File: src/design/matinv_pkg.sv
// Shared types and index helpers for the 4x4 matrix inverse block.
// No dependencies; imported by matinv_div, matrix4x4_inverse_top and the testbench.
package matinv_pkg;

    // Sequencer states of the top level
    typedef enum logic [3:0] {
        ST_LOAD,
        ST_TERM_A,
        ST_MUL_A,
        ST_TERM_B,
        ST_MUL_B,
        ST_DET_SET,
        ST_DET_MUL,
        ST_CHECK,
        ST_DIV_SET,
        ST_DIV_WAIT,
        ST_OUT
    } state_t;

    // n-th index (0..2) of 0..3 with one index left out
    function automatic logic [1:0] minor_idx(input logic [1:0] n, input logic [1:0] skip);
        logic [1:0] r;
        r = (n >= skip) ? n + 2'd1 : n;
        return r;
    endfunction

    // Column of row pos in permutation t of a 3x3 determinant
    function automatic logic [1:0] perm_col(input logic [2:0] t, input logic [1:0] pos);
        logic [5:0] p;
        unique case (t)
            3'd0: p = {2'd2, 2'd1, 2'd0};
            3'd1: p = {2'd1, 2'd2, 2'd0};
            3'd2: p = {2'd2, 2'd0, 2'd1};
            3'd3: p = {2'd0, 2'd2, 2'd1};
            3'd4: p = {2'd1, 2'd0, 2'd2};
            default: p = {2'd0, 2'd1, 2'd2};
        endcase
        unique case (pos)
            2'd0: return p[1:0];
            2'd1: return p[3:2];
            default: return p[5:4];
        endcase
    endfunction

    // Odd permutations carry a minus sign
    function automatic logic perm_neg(input logic [2:0] t);
        return (t == 3'd1) || (t == 3'd2) || (t == 3'd5);
    endfunction

endpackage

File: src/design/matinv_div.sv
// Bit-serial restoring divider with signed saturation of the quotient.
// Depends on matinv_pkg; instantiated by matrix4x4_inverse_top.
module matinv_div
    import matinv_pkg::*;
#(
    parameter int DATA_WIDTH = 32,
    parameter int NUM_WIDTH  = 131,
    parameter int DEN_WIDTH  = 133
) (
    input  logic                         clk,
    input  logic                         rst_n,
    input  logic                         start,
    input  logic [NUM_WIDTH-1:0]         num_mag,
    input  logic [DEN_WIDTH-1:0]         den_mag,
    input  logic                         negative,
    output logic                         done,
    output logic signed [DATA_WIDTH-1:0] quotient
);

    localparam int CW = $clog2(NUM_WIDTH);

    logic                  busy_reg;
    logic                  done_reg;
    logic [CW-1:0]         cnt_reg;
    logic [NUM_WIDTH-1:0]  num_reg;
    logic [DEN_WIDTH-1:0]  den_reg;
    logic [DEN_WIDTH-1:0]  rem_reg;
    logic [DATA_WIDTH:0]   q_reg;
    logic                  ovf_reg;
    logic                  neg_reg;
    logic [DEN_WIDTH:0]    rem_sh;
    logic                  ge;
    logic [DEN_WIDTH:0]    rem_sub;

    // one quotient bit per cycle
    assign rem_sh  = {rem_reg, num_reg[NUM_WIDTH-1]};
    assign ge      = rem_sh >= {1'b0, den_reg};
    assign rem_sub = rem_sh - {1'b0, den_reg};

    always_ff @(posedge clk or negedge rst_n)
    begin
        if (!rst_n)
        begin
            busy_reg <= 1'b0;
            done_reg <= 1'b0;
            cnt_reg  <= '0;
        end
        else
        begin
            done_reg <= 1'b0;
            if (start)
            begin
                busy_reg <= 1'b1;
                cnt_reg  <= '0;
            end
            else if (busy_reg)
            begin
                cnt_reg <= cnt_reg + 1'b1;
                if (cnt_reg == CW'(NUM_WIDTH - 1))
                begin
                    busy_reg <= 1'b0;
                    done_reg <= 1'b1;
                end
            end
        end
    end

    always_ff @(posedge clk)
    begin
        if (start)
        begin
            num_reg <= num_mag;
            den_reg <= den_mag;
            rem_reg <= '0;
            q_reg   <= '0;
            ovf_reg <= 1'b0;
            neg_reg <= negative;
        end
        else if (busy_reg)
        begin
            num_reg <= num_reg << 1;
            rem_reg <= ge ? rem_sub[DEN_WIDTH-1:0] : rem_sh[DEN_WIDTH-1:0];
            q_reg   <= {q_reg[DATA_WIDTH-1:0], ge};
            ovf_reg <= ovf_reg | q_reg[DATA_WIDTH];
        end
    end

    // saturate to the signed output range
    always_comb
    begin
        logic big_q;
        logic [DATA_WIDTH-1:0] low_q;
        big_q = ovf_reg | q_reg[DATA_WIDTH];
        low_q = q_reg[DATA_WIDTH-1:0];
        priority if (!neg_reg && (big_q || low_q[DATA_WIDTH-1]))
            quotient = {1'b0, {(DATA_WIDTH-1){1'b1}}};
        else if (neg_reg && (big_q || (low_q[DATA_WIDTH-1] && (low_q[DATA_WIDTH-2:0] != '0))))
            quotient = {1'b1, {(DATA_WIDTH-1){1'b0}}};
        else if (neg_reg)
            quotient = -low_q;
        else
            quotient = low_q;
    end

    assign done = done_reg;

endmodule

File: config.mk
export PLATFORM = sky130hd
export DESIGN_NAME = matinv_div
export DESIGN_NICKNAME = d
export VERILOG_FILES = /design/src/design/matinv_pkg.sv /design/src/design/matinv_div.sv
export SDC_FILE = /design/constraint.sdc
export NUM_CORES = 1
export LEC_CHECK = 0
export BUFFER_PORTS_ARGS = -buffer_cell sky130_fd_sc_hd__buf_2
export CELL_PAD_IN_SITES_DETAIL_PLACEMENT = 2
export CELL_PAD_IN_SITES_GLOBAL_PLACEMENT = 2
export CORE_AREA = 4 4 271 273
export DETAILED_ROUTE_END_ITERATION = 12
export DIE_AREA = 0 0 275 277
export PLACE_DENSITY = 0.86
export SETUP_SLACK_MARGIN = 0.3
export SKIP_CTS_REPAIR_TIMING = 1
export SLEW_MARGIN = 20
export SYNTH_ARGS = -nofsm -noshare
export SYNTH_HDL_FRONTEND = slang
export SYNTH_SLANG_ARGS = --single-unit
File: constraint.sdc
create_clock -name clk -period 7.6 [get_ports clk]
set_input_delay 1.52 -clock clk [delete_from_list [all_inputs] [get_ports clk]]
set_output_delay 1.52 -clock clk [all_outputs]
set_load 0.01 [all_outputs]
; ---- Word level (Yosys, flattened, before mapping)
; Cells that the tools add are included.
[classes]
add_sub_neg = 3
n_lt_le_gt_ge = 1
n_eq_ne = 1
mux = 14
bitwise = 1
n_reduce_logical = 8
[ops]
columns = op, n
row1 = two-way mux 131 bit, 2
row2 = greater-or-equal comparator 134 x 133 -> 1 bit, 1
row3 = two-way mux 133 bit, 1
row4 = subtractor 133 bit, 1
row5 = two-way mux 32 bit, 3
row6 = negation 32 bit, 1
row7 = nonzero test 31 bit, 1
row8 = two-way mux 8 bit, 2
row9 = "adder 8 x 1 -> 8 bit, second input constant", 1
row10 = "equality test 8 bit, second input constant", 1
row11 = two-way mux 1 bit, 6
row12 = logical AND 1 bit, 3
row13 = logical OR 1 bit, 2
row14 = nonzero test 2 bit, 1
row15 = zero test 1 bit, 1
row16 = OR 1 bit, 1
[totals]
regBits = 442

; ---- Depth between registers and ports, before layout
[logic_depth]
depth_word = 6
depth_mapped = 18

; ---- Worst setup path before layout
; Ideal clock, no wire load.
[synth_path]
path_type = input to register
start = input port start
end = register num_reg[0] (enable)
setup_time_ps = 484
arrival_time_ps = 4711
path_slack_ps = 2406
path_stages = 4
n_path_buf = 2
cell_sequence = clkbuf_1 > clkbuf_1 > nor2_1 > inv_1
[synth_via]
elab_chain_cells = 1
[synth_rtl]
columns = item, line
row1 = start: declaration, matinv_div.sv:12  ; input logic start,
row2 = nonzero test 2 bit (no source line), n/a
row3 = end signal: assignment, matinv_div.sv:72  ; num_reg <= num_mag;
row4 = end signal: assignment, matinv_div.sv:81  ; num_reg <= num_reg << 1;
row5 = end: declaration, matinv_div.sv:25  ; logic [NUM_WIDTH-1:0] num_reg;
; No other way between the ends.
; A chain may end at the register's enable or synchronous reset.

; ---- Worst setup path in the final report
[layout_path]
start = register num_reg[130]
end = register rem_reg[55]
[layout_via]
elab_chain_cells = 2
[layout_rtl]
columns = item, line
row1 = subtractor 133 bit or greater-or-equal comparator 134 x 133 -> 1 bit (tied branches), "matinv_div.sv:38, matinv_div.sv:37"
row2 = two-way mux 133 bit (*), matinv_div.sv:82  ; rem_reg <= ge ? rem_sub[DEN_WIDTH-1:0] : rem_sh[DEN_WIDTH-1:0];
row3 = end signal: assignment, matinv_div.sv:82
row4 = end: declaration, matinv_div.sv:27  ; logic [DEN_WIDTH-1:0] rem_reg;
; Every way passes the cells marked *; elsewhere a longest branch is shown, timed or not.

==> Implementation_results.wiki <==
{| class="wikitable"
! Metric !! Value
|-
| Antenna-violating nets left || 0
|-
| Switch Pwr || 5.27 mW
|-
| Total overflow reported by the global router || 0
|-
| Leading post-synthesis cells by cell area || edfxtp_1, dfxtp_1, ha_1
|-
| DR iter-0 viols || 1509
|-
| Number of nets in the synthesized netlist || 3499
|-
| Unique masters post-synth || 87
|-
| Total number of placement rows || 98
|-
| Hold Crit Depth || 2
|-
| CTS sink cnt || 442
|-
| Via count of the first global-routing pass || 28383
|-
| Die boundary height || 277 um
|-
| Setup TNS || 0 ps
|-
| Worst setup path category || reg2reg
|-
| Floorplan die area || 76200 um2
|-
| Clock tree from TritonCTS || built
|-
| Tightest Hold Check Type || reg2reg
|-
| Number of hold violations in the final report || 0
|-
| Commonest register cell after synthesis || edfxtp_1
|-
| Wire length after detailed routing || 112 mm
|-
| Commonest cells after routing, fill and taps aside || buf_2, nand2_1, nor2_1
|-
| Min-delay src || rem_reg[64]$_SDFFE_PP0P_
|-
| Leading cell type in the layout, fill and taps excluded || buf_2
|-
| Net total in the final layout || 3670
|-
| Cell area after synthesis || 28100 um2
|-
| Portion of the post-synthesis area used by sequential elements || 41.1%
|-
| IR drop worst, VDD || 0.238 mV
|-
| Area used by multi-input combinational logic || 15000 um2
|-
| Estimated wirelength of the detail-placed design || 78.7 mm
|-
| Minimum period implied by the final worst setup slack || 5580 ps
|-
| Reg-to-reg critical path endpoint || rem_reg[55]$_SDFFE_PP0P_
|-
| Sequential share of power || 28.8%
|-
| Number of vias per cell after detailed routing || 6.01
|-
| Worst setup startpoint || num_reg[130]$_DFFE_PP_
|-
| Core outline area || 71100 um2
|-
| Part of the cycle the worst path needs || 73.4%
|-
| Register clock-pin slew on the reported worst setup and hold paths || 70 ps
|-
| Fmax || 179 MHz
|-
| Mean routed wirelength per cell || 26.1 um
|-
| Max Slew Vio Count || 0
|-
| Unrepaired setup endpoints after global routing || false
|-
| Die X || 275 um
|-
| Total Power || 11.8 mW
|-
| Total global routing track utilization || 28.3%
|-
| First-pass iteration count of the detailed router || 5
|-
| Proportion of register bits with asynchronous set or reset after synthesis || 2.26%
|-
| Critical Path Fanout Max || 135
|-
| Critical path cell sequence || inv_1 > ha_1 > inv_1 > fa_1 > a21oi_1 > o221ai_1 > a21oi_1 > o211ai_1 > a31oi_1 > a2111oi_2 > nor3_4 > buf_12 > buf_4 > nand2_1 > o211ai_1 > o21ai_0 > nor2_1
|-
| Worst path max stage delay || 790 ps
|-
| Signed area change from the synthesized netlist to the final layout || 13.7%
|-
| CTS Buf Count || 52
|-
| Sequential Area || 11600 um2
|-
| Antenna violations before repair || 13
|-
| Clock buffer depth || 3
|-
| Cell Pwr Density || 368 nW/um2
|-
| Pin count of the biggest net entering global routing || 232
|-
| Count of maximum capacitance violations || 0
|-
| Portion of synthesized cell area occupied by the leading cell type || 28.3%
|-
| Worst reg2reg setup slack || 2020 ps
|-
| Initial Utilization || 39.5%
|-
| WP data required || 8120 ps
|-
| Final clock skew || 77.5 ps
|-
| Layout cell share with drive strength beyond 1 || 17.3%
|-
| Root buffer cell || clkbuf_16
|-
| Fin cells || 4279
|-
| Mean Syn Cell Area || 9.08 um2
|-
| Via count || 25709
|-
| Status || completed
|-
| Critical Path Slowest Stage Cell || buf_4
|-
| Cell taking the most area after synthesis || edfxtp_1
|-
| Total number of yosys warnings || 0
|-
| Kind of start point of the critical path || flop
|-
| Maximum level of the CTS H-tree || 2
|-
| Depth of the worst register-to-register path || 17
|-
| R2R Path Start || num_reg[130]$_DFFE_PP_
|-
| Relative contribution of combinational cells to total power || 49.2%
|-
| Critical path capture point type || flop
|-
| Clock power share || 21.9%
|-
| Input/output buffers || 300
|-
| Worst hold path endpoint || rem_reg[65]$_SDFFE_PP0P_
|-
| Clock network latency to the later pin of the worst-skew pair || 670 ps
|-
| Pin slew with the least headroom to its limit || 1190 ps
|-
| Static leakage power || 13.6 nW
|-
| Filler instances || 7785
|-
| Inst Count DP || 4161
|-
| Global-route wire length before repair || 171 mm
|-
| I/O pin count || 301
|-
| RD Place Congestion || 0.923
|-
| Number of flops mapped to enable cells by yosys || 265
|-
| Internal power || 6.49 mW
|-
| DR DRC count || 0
|-
| Arrival time worst endpoint || 6090 ps
|-
| Synth Register Bits || 442
|-
| Net switching share of the total power || 44.8%
|-
| Normalized max-slew margin || 20.1%
|-
| Cells after Synth || 3094
|-
| Final setup violating endpoints || 0
|}
how the worst max path moves through the flow:
stage                                     end  cells past startpoint
global placement    rem_reg[127]$_SDFFE_PP0P_                     15
global route         rem_reg[50]$_SDFFE_PP0P_                     17
CTS                              quotient[28]                     12
finish               rem_reg[55]$_SDFFE_PP0P_                     17
floorplan            num_reg[0]$_SDFFCE_PN0P_                      4
detailed placement  rem_reg[127]$_SDFFE_PP0P_                     15
metrics by stage:
| stage | utilization (%) | setup slack, ps | hold slack (ps) | instance area [um2] |
|---|---|---|---|---|
| 2_1_floorplan | - | 2410 | 452 | 28100 |
| 3_3_place_gp | 42.4 | 2670 | 480 | 30200 |
| 3_5_place_dp | 42.4 | 2270 | 497 | 30200 |
| 4_1_cts | 44.9 | 2000 | 509 | 31900 |
| 5_1_grt | 44.9 | 1640 | 526 | 31900 |
| 6_report | 44.9 | 2020 | 502 | 32000 |
power groups by stage:
stage	combinational [mW]	clock, mW	sequential (mW)
2_1_floorplan	3.96	0	3.25
3_5_place_dp	5.55	0	3.40
3_3_place_gp	5.23	0	3.35
6_report	5.79	2.58	3.39
5_1_grt	6.31	2.73	3.43
4_1_cts	5.70	2.64	3.37
cell type report:
cell class | instances | area share (%)
clock inverters | 25 | 0.912
multi-input cells | 2244 | 46.9
diodes | 20 | 0.157
flip-flops and latches | 442 | 36.2
repair buffers | 315 | 5.21
well taps | 950 | 3.72
inverters | 210 | 2.47
clock buffers | 73 | 4.51
Yosys cell counts, drive strengths merged, types with 12 or more instances:
master and instances:
dfxtp 167, o21bai 52, inv 210, nand4 94, nor3 35, edfxtp 265
mux2i 52, nor2 271, a31oi 22, nor4 23, ha 136, xor2 70
nand3 23, nor2b 12, o31ai 30, or3 28, a21o 52, nand2b 25
and3 22, clkbuf 155, buf 43, o21ai 224, a211oi 28, a21oi 260
o211a 21, nand2 279, o211ai 74, mux2 135, xnor2 67, or2 16
a311oi 20, o21a 21, o41ai 13
kinds of logic after synthesis:
| family | share of synthesized area [%] |
|---|---|
| AND/OR/NAND/NOR | 14.6 |
| XOR/XNOR | 4.27 |
| AO/OA/AOI/OAI | 21.1 |
| multiplexers | 7.26 |
| buffers and inverters | 5.64 |
| flip-flops | 41.1 |
| adder cells (fa/ha/maj) | 6.13 |
critical path, delay by kind of cell (launching register included):
family                   cells  cell delay (ps)
AO/OA/AOI/OAI                8             2350
adder cells (fa/ha/maj)      2              660
buffers and inverters        4             1430
flip-flops                   1              410
AND/OR/NAND/NOR              3              540
per-layer routing:
| layer | GRT usage (%) | wire length [um] |
|---|---|---|
| met1 | 34.1 | 45500 |
| met2 | 51.5 | 57200 |
| met3 | 3.79 | 4660 |
| met4 | 10.1 | 4410 |
| met5 | 0 | 17 |
Power figures use the tool's default switching activity.
